[src/design/ptre_pkg.sv]
// Shared types, codes and helper functions of the pin threshold rule engine.
`default_nettype none

package ptre_pkg;

  // Table sizes and drive limits
  localparam int RULES     = 8;
  localparam int PINS      = 40;
  localparam int MAX_OUT   = 8;
  localparam int PWM_TOP   = 1000;
  localparam int SERVO_TOP = 180;
  localparam int QDEPTH    = 2;

  localparam int RIDX_W = (RULES > 1) ? $clog2(RULES) : 1;
  localparam int CNT_W  = $clog2(RULES + 1);
  localparam int PIDX_W = (PINS > 1) ? $clog2(PINS) : 1;
  localparam int OCNT_W = $clog2(MAX_OUT + 1);
  localparam int QP_W   = (QDEPTH > 1) ? $clog2(QDEPTH) : 1;
  localparam int QC_W   = $clog2(QDEPTH + 1);

  typedef enum logic [1:0] {
    ACT_EVENT = 2'd0,
    ACT_WRITE = 2'd1,
    ACT_CLEAR = 2'd2,
    ACT_MODE  = 2'd3
  } action_e;

  typedef enum logic [2:0] {
    CMP_GT = 3'd0,
    CMP_GE = 3'd1,
    CMP_LT = 3'd2,
    CMP_LE = 3'd3,
    CMP_EQ = 3'd4,
    CMP_NE = 3'd5
  } cmp_op_e;

  // Pin output modes, also the drive kind of a result
  typedef enum logic [1:0] {
    MODE_NONE  = 2'd0,
    MODE_OUT   = 2'd1,
    MODE_PWM   = 2'd2,
    MODE_SERVO = 2'd3
  } mode_e;

  // Event kinds
  typedef enum logic [1:0] {
    EVK_OTHER   = 2'd0,
    EVK_DIGITAL = 2'd1,
    EVK_ANALOG  = 2'd2,
    EVK_SPARE   = 2'd3
  } ev_kind_e;

  typedef enum logic [1:0] {
    RES_DRIVE  = 2'd0,
    RES_ACCEPT = 2'd1,
    RES_REJECT = 2'd2,
    RES_SPARE  = 2'd3
  } res_kind_e;

  // Last outcome a rule acted on
  typedef enum logic [1:0] {
    MEM_NONE  = 2'd0,
    MEM_ELSE  = 2'd1,
    MEM_THEN  = 2'd2,
    MEM_SPARE = 2'd3
  } rule_mem_e;

  typedef enum logic [1:0] {
    ST_IDLE,
    ST_SCAN,
    ST_FLUSH
  } back_st_e;

  // Classified command passed from front to back
  typedef struct packed {
    action_e            action;
    logic               good;
    logic [2:0]         slot;
    logic               enabled;
    logic [5:0]         pin;
    logic [2:0]         op;
    logic signed [31:0] value;
    logic [5:0]         then_pin;
    logic signed [31:0] then_value;
    logic               else_present;
    logic [5:0]         else_pin;
    logic signed [31:0] else_value;
    logic [1:0]         kind;
  } cmd_t;

  typedef struct packed {
    res_kind_e  kind;
    logic [5:0] dest_pin;
    logic [9:0] value;
    logic [1:0] dkind;
    logic [2:0] rule_index;
    logic       last;
  } res_t;

  // Queue status seen by front and back
  typedef struct packed {
    logic full;
    logic vld;
  } q_stat_t;

  function automatic logic cmp_hit(logic signed [31:0] v, logic [2:0] op,
                                   logic signed [31:0] th);
    logic r;
    case (op)
      CMP_GT:  r = v > th;
      CMP_GE:  r = v >= th;
      CMP_LT:  r = v < th;
      CMP_LE:  r = v <= th;
      CMP_EQ:  r = v == th;
      CMP_NE:  r = v != th;
      default: r = 1'b0;
    endcase
    return r;
  endfunction

  function automatic logic [9:0] shape_value(logic [1:0] mode, logic signed [31:0] v);
    logic [9:0] r;
    case (mode)
      MODE_OUT: r = {9'd0, |v};
      MODE_PWM: begin
        if (v < 0) r = '0;
        else if (v > 32'(PWM_TOP)) r = 10'(PWM_TOP);
        else r = v[9:0];
      end
      MODE_SERVO: begin
        if (v < 0) r = '0;
        else if (v > 32'(SERVO_TOP)) r = 10'(SERVO_TOP);
        else r = v[9:0];
      end
      default: r = '0;
    endcase
    return r;
  endfunction

endpackage

`default_nettype wire

[src/design/ptre_front.sv]
// Front end: accepts input transactions, validates and filters them into commands.
`default_nettype none

module ptre_front (
  input  logic               in_valid_i,
  output logic               in_stall_o,
  input  logic [1:0]         action_i,
  input  logic [2:0]         slot_i,
  input  logic               enabled_i,
  input  logic [5:0]         pin_i,
  input  logic [2:0]         compare_op_i,
  input  logic signed [31:0] sample_or_threshold_i,
  input  logic [5:0]         then_pin_i,
  input  logic signed [31:0] then_value_i,
  input  logic               else_present_i,
  input  logic [5:0]         else_pin_i,
  input  logic signed [31:0] else_value_i,
  input  logic [1:0]         kind_i,
  input  ptre_pkg::q_stat_t  q_stat_i,
  output logic               push_o,
  output ptre_pkg::cmd_t     cmd_o
);
  import ptre_pkg::*;

  logic    pin_ok;
  logic    slot_ok;
  logic    write_ok;
  logic    drop;
  action_e act;

  // Validate and filter
  always_comb begin
    act     = action_e'(action_i);
    pin_ok  = int'(pin_i) < PINS;
    slot_ok = int'(slot_i) < RULES;
    write_ok = slot_ok && pin_ok && (compare_op_i <= CMP_NE) &&
               (int'(then_pin_i) < PINS) && (then_pin_i != pin_i) &&
               !(else_present_i && (else_pin_i == pin_i));
    case (act)
      ACT_EVENT: drop = !pin_ok || !(kind_i == EVK_DIGITAL || kind_i == EVK_ANALOG);
      ACT_MODE:  drop = !pin_ok;
      default:   drop = 1'b0;
    endcase
  end

  // Build the command
  always_comb begin
    cmd_o.action       = act;
    cmd_o.good         = (act == ACT_WRITE) ? write_ok : slot_ok;
    cmd_o.slot         = slot_i;
    cmd_o.enabled      = enabled_i;
    cmd_o.pin          = pin_i;
    cmd_o.op           = compare_op_i;
    cmd_o.value        = sample_or_threshold_i;
    cmd_o.then_pin     = then_pin_i;
    cmd_o.then_value   = then_value_i;
    cmd_o.else_present = else_present_i;
    cmd_o.else_pin     = else_pin_i;
    cmd_o.else_value   = else_value_i;
    cmd_o.kind         = kind_i;
  end

  assign in_stall_o = q_stat_i.full;
  assign push_o     = in_valid_i && !q_stat_i.full && !drop;

endmodule

`default_nettype wire

[src/design/ptre_queue.sv]
// Short command queue between front and back.
`default_nettype none

module ptre_queue (
  input  logic              clk_i,
  input  logic              rst_ni,
  input  logic              push_i,
  input  ptre_pkg::cmd_t    cmd_i,
  input  logic              pop_i,
  output ptre_pkg::q_stat_t stat_o,
  output ptre_pkg::cmd_t    cmd_o
);
  import ptre_pkg::*;

  cmd_t            ent_q [QDEPTH];
  logic [QP_W-1:0] wr_ptr_q, wr_ptr_d;
  logic [QP_W-1:0] rd_ptr_q, rd_ptr_d;
  logic [QC_W-1:0] cnt_q, cnt_d;
  logic            do_push, do_pop;

  assign stat_o.full = cnt_q == QC_W'(QDEPTH);
  assign stat_o.vld  = cnt_q != '0;
  assign cmd_o       = ent_q[rd_ptr_q];

  // Advance pointers and count
  always_comb begin
    do_push  = push_i && !stat_o.full;
    do_pop   = pop_i && stat_o.vld;
    wr_ptr_d = wr_ptr_q;
    rd_ptr_d = rd_ptr_q;
    if (do_push) wr_ptr_d = (int'(wr_ptr_q) == QDEPTH - 1) ? '0 : wr_ptr_q + 1'b1;
    if (do_pop) rd_ptr_d = (int'(rd_ptr_q) == QDEPTH - 1) ? '0 : rd_ptr_q + 1'b1;
    cnt_d = cnt_q + QC_W'(do_push) - QC_W'(do_pop);
  end

  always_ff @(posedge clk_i or negedge rst_ni) begin
    if (!rst_ni) begin
      wr_ptr_q <= '0;
      rd_ptr_q <= '0;
      cnt_q    <= '0;
    end else begin
      wr_ptr_q <= wr_ptr_d;
      rd_ptr_q <= rd_ptr_d;
      cnt_q    <= cnt_d;
    end
  end

  // Store entries
  always_ff @(posedge clk_i) begin
    if (do_push) ent_q[wr_ptr_q] <= cmd_i;
  end

endmodule

`default_nettype wire

[src/design/ptre_back.sv]
// Back end: rule tables, pin mode memory, rule scan and result registers.
`default_nettype none

module ptre_back (
  input  logic              clk_i,
  input  logic              rst_ni,
  input  ptre_pkg::q_stat_t q_stat_i,
  input  ptre_pkg::cmd_t    q_cmd_i,
  output logic              pop_o,
  output logic              out_valid_o,
  input  logic              out_stall_i,
  output ptre_pkg::res_t    res_o
);
  import ptre_pkg::*;

  // Rule tables
  logic               rv_q   [RULES];
  logic [1:0]         rmem_q [RULES];
  logic               ren_q  [RULES];
  logic [5:0]         rsrc_q [RULES];
  logic [2:0]         rop_q  [RULES];
  logic signed [31:0] rthr_q [RULES];
  logic [5:0]         tpin_q [RULES];
  logic signed [31:0] tval_q [RULES];
  logic               eprs_q [RULES];
  logic [5:0]         epin_q [RULES];
  logic signed [31:0] eval_q [RULES];

  // Pin mode memory with per-entry valid bits
  logic [1:0] pmode_mem   [PINS];
  logic       pmode_vld_q [PINS];

  back_st_e           st_q, st_d;
  logic [5:0]         ev_pin_q;
  logic signed [31:0] ev_sample_q;
  logic [CNT_W-1:0]   a_idx_q;

  // Second scan stage
  logic               b_vld_q;
  logic [RIDX_W-1:0]  b_idx_q;
  logic               b_hit_q;
  logic               b_fire_q;
  logic               b_drive_q;
  logic [5:0]         b_pin_q;
  logic signed [31:0] b_val_q;
  logic               b_pin_ok_q;
  logic [1:0]         mode_rd_q;
  logic               mode_vld_rd_q;

  logic [OCNT_W-1:0]  n_q, n_d;
  logic               pend_vld_q, pend_vld_d;
  res_t               pend_q, pend_d;
  logic               out_vld_q, out_vld_d;
  res_t               out_q, out_d;

  logic               out_free;
  logic [RIDX_W-1:0]  slot_idx;
  logic [PIDX_W-1:0]  mode_idx;
  logic               wr_rule, clr_rule, wr_mode, start_scan, cmd_good;

  logic [RIDX_W-1:0]  a_i;
  logic               a_act, a_hit, a_fire, a_drive, a_pin_ok;
  logic [5:0]         a_pin;
  logic signed [31:0] a_val;
  logic [1:0]         a_next;
  logic [PIDX_W-1:0]  pm_addr;
  logic               adv;

  logic [1:0]         b_mode;
  logic               b_ok, b_upd, b_emit, b_stall;
  res_t               b_res;

  assign out_free    = !out_vld_q || !out_stall_i;
  assign out_valid_o = out_vld_q;
  assign res_o       = out_q;
  assign slot_idx    = RIDX_W'(q_cmd_i.slot);
  assign mode_idx    = PIDX_W'(q_cmd_i.pin);

  // First scan stage: read the rule, compare, pick the drive
  always_comb begin
    a_i      = a_idx_q[RIDX_W-1:0];
    a_act    = (st_q == ST_SCAN) && (a_idx_q < CNT_W'(RULES));
    a_hit    = cmp_hit(ev_sample_q, rop_q[a_i], rthr_q[a_i]);
    a_next   = a_hit ? MEM_THEN : MEM_ELSE;
    a_fire   = a_act && rv_q[a_i] && ren_q[a_i] && (rsrc_q[a_i] == ev_pin_q) &&
               (rmem_q[a_i] != a_next);
    a_drive  = a_hit || eprs_q[a_i];
    a_pin    = a_hit ? tpin_q[a_i] : epin_q[a_i];
    a_val    = a_hit ? tval_q[a_i] : eval_q[a_i];
    a_pin_ok = int'(a_pin) < PINS;
    pm_addr  = PIDX_W'(a_pin);
  end

  // Second scan stage: shape the drive with the destination mode
  always_comb begin
    b_mode  = mode_vld_rd_q ? mode_rd_q : MODE_NONE;
    b_ok    = b_pin_ok_q && (b_mode != MODE_NONE);
    b_upd   = b_vld_q && b_fire_q && (!b_drive_q || b_ok);
    b_emit  = b_vld_q && b_fire_q && b_drive_q && b_ok && (n_q < OCNT_W'(MAX_OUT));
    b_stall = b_emit && pend_vld_q && !out_free;
    adv     = !b_stall;
    b_res.kind       = RES_DRIVE;
    b_res.dest_pin   = b_pin_q;
    b_res.value      = shape_value(b_mode, b_val_q);
    b_res.dkind      = b_mode;
    b_res.rule_index = 3'(b_idx_q);
    b_res.last       = 1'b0;
  end

  // Next state and outputs
  always_comb begin
    st_d       = st_q;
    pop_o      = 1'b0;
    out_vld_d  = out_vld_q;
    out_d      = out_q;
    pend_vld_d = pend_vld_q;
    pend_d     = pend_q;
    n_d        = n_q;
    start_scan = 1'b0;
    wr_rule    = 1'b0;
    clr_rule   = 1'b0;
    wr_mode    = 1'b0;
    cmd_good   = 1'b0;
    if (out_vld_q && !out_stall_i) out_vld_d = 1'b0;
    case (st_q)
      ST_IDLE: begin
        if (q_stat_i.vld) begin
          case (q_cmd_i.action)
            ACT_EVENT: begin
              pop_o      = 1'b1;
              start_scan = 1'b1;
              n_d        = '0;
              st_d       = ST_SCAN;
            end
            ACT_MODE: begin
              pop_o   = 1'b1;
              wr_mode = 1'b1;
            end
            default: begin
              if (out_free) begin
                pop_o    = 1'b1;
                cmd_good = (q_cmd_i.action == ACT_WRITE) ? q_cmd_i.good :
                           (q_cmd_i.good && rv_q[slot_idx]);
                wr_rule  = (q_cmd_i.action == ACT_WRITE) && cmd_good;
                clr_rule = (q_cmd_i.action == ACT_CLEAR) && cmd_good;
                out_vld_d        = 1'b1;
                out_d.kind       = cmd_good ? RES_ACCEPT : RES_REJECT;
                out_d.dest_pin   = '0;
                out_d.value      = '0;
                out_d.dkind      = '0;
                out_d.rule_index = q_cmd_i.slot;
                out_d.last       = 1'b1;
              end
            end
          endcase
        end
      end
      ST_SCAN: begin
        // Hold one drive back until the next one or the end marks it
        if (b_emit && adv) begin
          if (pend_vld_q) begin
            out_d     = pend_q;
            out_vld_d = 1'b1;
          end
          pend_d     = b_res;
          pend_vld_d = 1'b1;
          n_d        = n_q + 1'b1;
        end
        if (!a_act && !b_vld_q) st_d = ST_FLUSH;
      end
      ST_FLUSH: begin
        if (!pend_vld_q) begin
          st_d = ST_IDLE;
        end else if (out_free) begin
          out_d      = pend_q;
          out_d.last = 1'b1;
          out_vld_d  = 1'b1;
          pend_vld_d = 1'b0;
          st_d       = ST_IDLE;
        end
      end
      default: st_d = ST_IDLE;
    endcase
  end

  // Control registers
  always_ff @(posedge clk_i or negedge rst_ni) begin
    if (!rst_ni) begin
      st_q       <= ST_IDLE;
      out_vld_q  <= 1'b0;
      pend_vld_q <= 1'b0;
      n_q        <= '0;
      b_vld_q    <= 1'b0;
      a_idx_q    <= '0;
    end else begin
      st_q       <= st_d;
      out_vld_q  <= out_vld_d;
      pend_vld_q <= pend_vld_d;
      n_q        <= n_d;
      if (start_scan) begin
        a_idx_q <= '0;
        b_vld_q <= 1'b0;
      end else if (st_q == ST_SCAN && adv) begin
        b_vld_q <= a_act;
        if (a_act) a_idx_q <= a_idx_q + 1'b1;
      end
    end
  end

  // Rule valid bits, rule memory and pin mode valid bits
  always_ff @(posedge clk_i or negedge rst_ni) begin
    if (!rst_ni) begin
      for (int i = 0; i < RULES; i++) begin
        rv_q[i]   <= 1'b0;
        rmem_q[i] <= MEM_NONE;
      end
      for (int p = 0; p < PINS; p++) pmode_vld_q[p] <= 1'b0;
    end else begin
      if (wr_rule) begin
        rv_q[slot_idx]   <= 1'b1;
        rmem_q[slot_idx] <= MEM_NONE;
      end
      if (clr_rule) begin
        rv_q[slot_idx]   <= 1'b0;
        rmem_q[slot_idx] <= MEM_NONE;
      end
      if (st_q == ST_SCAN && adv && b_upd) rmem_q[b_idx_q] <= b_hit_q ? MEM_THEN : MEM_ELSE;
      if (wr_mode) pmode_vld_q[mode_idx] <= 1'b1;
    end
  end

  // Payload registers
  always_ff @(posedge clk_i) begin
    out_q  <= out_d;
    pend_q <= pend_d;
    if (start_scan) begin
      ev_pin_q    <= q_cmd_i.pin;
      ev_sample_q <= q_cmd_i.value;
    end
    if (st_q == ST_SCAN && adv) begin
      b_idx_q    <= a_i;
      b_hit_q    <= a_hit;
      b_fire_q   <= a_fire;
      b_drive_q  <= a_drive;
      b_pin_q    <= a_pin;
      b_val_q    <= a_val;
      b_pin_ok_q <= a_pin_ok;
    end
    if (wr_rule) begin
      ren_q[slot_idx]  <= q_cmd_i.enabled;
      rsrc_q[slot_idx] <= q_cmd_i.pin;
      rop_q[slot_idx]  <= q_cmd_i.op;
      rthr_q[slot_idx] <= q_cmd_i.value;
      tpin_q[slot_idx] <= q_cmd_i.then_pin;
      tval_q[slot_idx] <= q_cmd_i.then_value;
      eprs_q[slot_idx] <= q_cmd_i.else_present;
      epin_q[slot_idx] <= q_cmd_i.else_pin;
      eval_q[slot_idx] <= q_cmd_i.else_value;
    end
  end

  // Pin mode memory: one write port, one registered read port
  always_ff @(posedge clk_i) begin
    if (wr_mode) pmode_mem[mode_idx] <= q_cmd_i.kind;
    if (st_q == ST_SCAN && adv) begin
      mode_rd_q     <= pmode_mem[pm_addr];
      mode_vld_rd_q <= pmode_vld_q[pm_addr];
    end
  end

endmodule

`default_nettype wire

[src/design/pin_threshold_rule_engine.sv]
// Top level of the pin threshold rule engine.
`default_nettype none

// Pin threshold rule engine. A front end validates each input transaction and
// drops those with no effect (events on pins out of range or of another kind,
// mode writes to pins out of range); the rest go through a two-entry command
// queue to the back end. A pin event walks every rule slot in a two-stage
// scan (rule read and compare, then pin mode memory read and drive shaping),
// which the result side can stall. Drive results come out in slot order, at
// most eight per event, with last set on the final one; write and clear
// results carry last set. State is ready straight out of reset: no clearing
// pass is needed.
module pin_threshold_rule_engine (
  input  logic               clk_i,
  input  logic               rst_ni,
  input  logic               in_valid_i,
  output logic               in_stall_o,
  input  logic [1:0]         action_i,
  input  logic [2:0]         slot_i,
  input  logic               enabled_i,
  input  logic [5:0]         pin_i,
  input  logic [2:0]         compare_op_i,
  input  logic signed [31:0] sample_or_threshold_i,
  input  logic [5:0]         then_pin_i,
  input  logic signed [31:0] then_value_i,
  input  logic               else_present_i,
  input  logic [5:0]         else_pin_i,
  input  logic signed [31:0] else_value_i,
  input  logic [1:0]         kind_i,
  output logic               out_valid_o,
  input  logic               out_stall_i,
  output logic [1:0]         result_kind_o,
  output logic [5:0]         dest_pin_o,
  output logic [9:0]         drive_value_o,
  output logic [1:0]         drive_kind_o,
  output logic [2:0]         rule_index_o,
  output logic               last_o
);
  import ptre_pkg::*;

  q_stat_t q_stat;
  cmd_t    f_cmd;
  cmd_t    q_cmd;
  logic    push;
  logic    pop;
  res_t    res;

  ptre_front u_front (
    .in_valid_i            (in_valid_i),
    .in_stall_o            (in_stall_o),
    .action_i              (action_i),
    .slot_i                (slot_i),
    .enabled_i             (enabled_i),
    .pin_i                 (pin_i),
    .compare_op_i          (compare_op_i),
    .sample_or_threshold_i (sample_or_threshold_i),
    .then_pin_i            (then_pin_i),
    .then_value_i          (then_value_i),
    .else_present_i        (else_present_i),
    .else_pin_i            (else_pin_i),
    .else_value_i          (else_value_i),
    .kind_i                (kind_i),
    .q_stat_i              (q_stat),
    .push_o                (push),
    .cmd_o                 (f_cmd)
  );

  ptre_queue u_queue (
    .clk_i  (clk_i),
    .rst_ni (rst_ni),
    .push_i (push),
    .cmd_i  (f_cmd),
    .pop_i  (pop),
    .stat_o (q_stat),
    .cmd_o  (q_cmd)
  );

  ptre_back u_back (
    .clk_i       (clk_i),
    .rst_ni      (rst_ni),
    .q_stat_i    (q_stat),
    .q_cmd_i     (q_cmd),
    .pop_o       (pop),
    .out_valid_o (out_valid_o),
    .out_stall_i (out_stall_i),
    .res_o       (res)
  );

  // Split the result onto its ports
  assign result_kind_o = res.kind;
  assign dest_pin_o    = res.dest_pin;
  assign drive_value_o = res.value;
  assign drive_kind_o  = res.dkind;
  assign rule_index_o  = res.rule_index;
  assign last_o        = res.last;

endmodule

`default_nettype wire

[config.mk]
export PLATFORM = sky130hd
export DESIGN_NAME = pin_threshold_rule_engine
export DESIGN_NICKNAME = d
export VERILOG_FILES = /design/src/design/ptre_pkg.sv /design/src/design/ptre_front.sv /design/src/design/ptre_queue.sv /design/src/design/ptre_back.sv /design/src/design/pin_threshold_rule_engine.sv
export SDC_FILE = /design/constraint.sdc
export NUM_CORES = 2
export LEC_CHECK = 0
export BUFFER_PORTS_ARGS = -buffer_cell sky130_fd_sc_hd__buf_2
export CAP_MARGIN = 20
export CORE_ASPECT_RATIO = 0.75
export CORE_UTILIZATION = 56
export DETAILED_ROUTE_END_ITERATION = 6
export GPL_ROUTABILITY_DRIVEN = 0
export GPL_TIMING_DRIVEN = 0
export HOLD_SLACK_MARGIN = 0.03
export PLACE_DENSITY = 0.78
export SYNTH_ARGS = -nofsm -noshare
export SYNTH_HDL_FRONTEND = slang
export SYNTH_SLANG_ARGS = --single-unit
[constraint.sdc]
create_clock -name clk_i -period 11.2 [get_ports clk_i]
set_clock_uncertainty 0.15 [all_clocks]
set_input_delay 1.12 -clock clk_i [delete_from_list [all_inputs] [get_ports clk_i]]
set_output_delay 1.12 -clock clk_i [all_outputs]
set_load 0.02 [all_outputs]
==> results.py <==
metrics = {
    "cts": {
        "ctsHoldBuffers": 0,
        "cts_repair_resize_count": 0,
        "cts_tree": "yes",
        "clock_path_buffers": 3,
        "numCtsBuffers": 140,
        "clkSlewWorstSetupHoldPaths_ns": 0.06,
        "h-tree-depth": 4,
        "root_buffer": "clkbuf_16",
        "cts_sinks": 1498,
        "cts_setup_buffers": 0,
        "clk_latency_ns": 0.77,
    },
    "outcome": {
        "outcome": "finished, final reports clean",
    },
    "finish": {
        "drive_above_1_share": 0.2869,
        "n_fill_cell": 6388,
        "nets": 3313,
        "area_growth_pct": 14.86,
        "layout_commonest_cell": "edfxtp_1",
        "multi_input_area_mm2": 0.01265,
        "seqCellArea_mm2": 0.04458,
        "final_area_mm2": 0.06628,
        "mostFrequentLayoutCells": "edfxtp_1 (1,417), mux4_2 (280), buf_2 (172)",
    },
    "min_path": {
        "hp-class": "in -> async",
    },
    "timing": {
        "rsz0062_at_grt": "no",
        "fin_crit_ns": 9.590,
        "max_freq_ghz": 0.1043,
        "tns_ns": 0,
        "worst_pin_slew_ns": 1.144,
        "setup_violations": 0,
        "period_share": 0.8563,
        "maxSlewHeadroom": 0.2371,
        "final_max_slew_viol_count": 0,
        "hold_viol": 0,
    },
    "global_routing": {
        "antenna_found_initial": 5,
        "grt_max_degree": 51,
        "first_global_vias": 30240,
        "grt_pass1_wl_um": 195000,
        "overflow": 0,
        "grt_util_all_layers": 0.2577,
    },
    "floorplan": {
        "die_area_mm2": 0.1043,
        "coreArea_mm2": 0.1016,
        "start_util": 0.5679,
        "io_pins": 156,
        "dieHeight_um": 280.0,
        "row_count": 101,
        "dieWidth_um": 372.7,
    },
    "worst_setup_path": {
        "cpPeakStageDelay_ns": 0.87,
        "cp.required_ns": 11.60,
        "path_common_cell": "clkbuf_1",
        "crit_chain": "buf_6 > clkbuf_1 > clkbuf_1 > clkbuf_1 > clkbuf_1 > clkbuf_1 > clkbuf_1 > mux4_2 > mux2i_1 > ha_1 > nand4_1 > nor4_1 > a211o_1 > a21oi_2 > nor4_4 > o21ai_2 > nand2_4 > buf_2 > nand2_1 > a32oi_1 > a21oi_1 > o41ai_2",
        "crit_type": "reg -> reg",
        "cp-end-kind": "flop",
        "crit_path_max_fanout": 10,
        "arrival_ns": 9.99,
        "critical_path.slowest_cell": "nor4_1",
        "start_kind": "flop",
    },
    "yosys": {
        "ys_seq_elements": 1498,
        "ys_seq_area_frac": 0.7725,
        "synth_ff_type": "edfxtp_1",
        "synth_edf_count": 1417,
        "syn_nets": 2945,
        "synth_cell_types": 74,
        "ys_warn_count": 0,
        "synth.cell_area_mm2": 0.05770,
        "synthArstFlopShare": 0.05407,
        "syn-instance-count": 2767,
        "avgSynthCellArea_um2": 20.85,
    },
    "pwr": {
        "leakagePower_nw": 21.89,
        "total_power_mw": 18.38,
        "power_density_mw_per_mm2": 277.3,
        "peakVddDrop_mv": 0.1710,
    },
    "place": {
        "port_buffers": 155,
        "dp_hpwl_um": 82950,
        "postPlaceCellArea_mm2": 0.06153,
    },
    "run": {
        "cap_violations": 0,
    },
    "drt": {
        "routed_via_density": 6.380,
        "totalWireLength_um": 132600,
        "drc": 0,
        "via_count": 29260,
        "ant_nets": 0,
        "wire_per_inst_um": 28.92,
        "drt_first_pass_iters": 7,
        "drt-initial-drc-count": 3739,
    },
}
[layout make-up]
type	count	share of cell area
Antenna cell	2	0.00007551
Buffer	99	0.006494
Clock buffer	176	0.05762
Clock inverter	76	0.01227
Inverter	34	0.002001
Multi-Input combinational cell	1136	0.1908
Sequential cell	1498	0.6726
Tap cell	1339	0.02528
Timing Repair Buffer	226	0.03281
[Yosys cell counts, drive strengths merged (8+ instances only)]
master / count / area (µm²)
o22ai: 21 / 131.4
a31oi: 13 / 81.33
o21ai: 30 / 157.7
xor2: 17 / 148.9
nand3: 23 / 120.1
mux2: 130 / 1468
nor4: 16 / 115.1
clkbuf: 58 / 217.7
dfrtp: 81 / 2027
inv: 34 / 132.6
a21oi: 40 / 204.0
edfxtp: 1417 / 42550
mux4: 280 / 6306
buf: 41 / 212.7
mux2i: 82 / 849.6
ha: 48 / 600.6
and2: 24 / 150.1
nand4: 15 / 93.84
nor2b: 8 / 50.05
nor3: 9 / 45.04
a32oi: 17 / 148.9
or2: 42 / 262.8
xnor2: 9 / 78.83
nand2: 125 / 476.7
nor2: 109 / 429.2
[power breakdown]
group | switching (mW) | leakage (nW) | internal (mW)
Clock | 2.01 | 2.25 | 2.81
Combinational | 3.64 | 5.68 | 2.30
Sequential | 0.255 | 14.0 | 7.37
[stage by stage]
stage                     utilization  setup WS (ns)  hold WS, ns  instances
after global routing           0.6523          1.289       0.2115       4586
after detailed placement       0.6056          1.971       0.2545       4324
after global placement         0.5921         -5.377       0.2563       4261
after floorplan                     -          2.703       0.2503       2767
after CTS                      0.6512          1.873       0.1627       4576
final                          0.6523          1.610       0.1866       4586
[per-layer routing]
metal  track usage  vias to the layer above  wire length [µm]
li1              -                    12060                 -
met1        0.3401                    15120             49790
met2        0.4246                     1788             65630
met3       0.05523                      288             12880
met4        0.1009                        4              4285
met5             0                        -                31
[flip-flops by register name, indices dropped and copies added, names as in the netlist, 40 cells and up]
| signal | flops |
|---|---|
| u_back.epin_q | 48 |
| u_back.eval_q | 256 |
| u_back.pmode_mem | 80 |
| u_back.pmode_vld_q | 40 |
| u_back.rsrc_q | 48 |
| u_back.rthr_q | 256 |
| u_back.tpin_q | 48 |
| u_back.tval_q | 256 |
| u_queue.ent_q | 254 |
[critical path, delay by kind of cell, from the launching register on]
kind / cells / cell delay (ns)
buffers and inverters: 8 / 4.22
AND/OR/NAND/NOR: 5 / 2.26
AO/OA/AOI/OAI: 6 / 1.50
multiplexers: 2 / 0.43
flip-flops: 1 / 0.40
adder cells (fa/ha/maj): 1 / 0.37
[cells by family (layout without fill, tap and decap cells)]
kind of cell	count (synthesis)	after routing	synth area share
other	0	2	0
buffers and inverters	133	611	0.009757
muxes	492	492	0.1494
and+or+nand+nor	398	398	0.03365
DFF	1498	1498	0.7725
xor gates and xnor gates	26	26	0.003946
AOI/OAI and AO/OA	172	172	0.02027
adders and majority gates	48	48	0.01041
[final timing paths]
| kind | startpoint | endpoint | slack, ns | cells past startpoint |
|---|---|---|---|---|
| setup / recovery | u_back.a_idx_q[1] | u_back.mode_vld_rd_q | 1.61 | 22 |
| hold / removal | rst_ni | u_back.pmode_vld_q[6] | 0.19 | 1 |
| setup reg to reg | u_back.a_idx_q[1] | u_back.mode_vld_rd_q | 1.61 | 22 |
| hold reg to reg | u_back.b_pin_q[5] | u_back.pend_q[21] | 0.27 | 0 |
| max in group asynchronous | rst_ni | u_back.rmem_q[13] | 10.07 | 2 |
| min in group clk_i | u_back.b_pin_q[5] | u_back.pend_q[21] | 0.27 | 0 |
(Power assumes the default switching activity.)
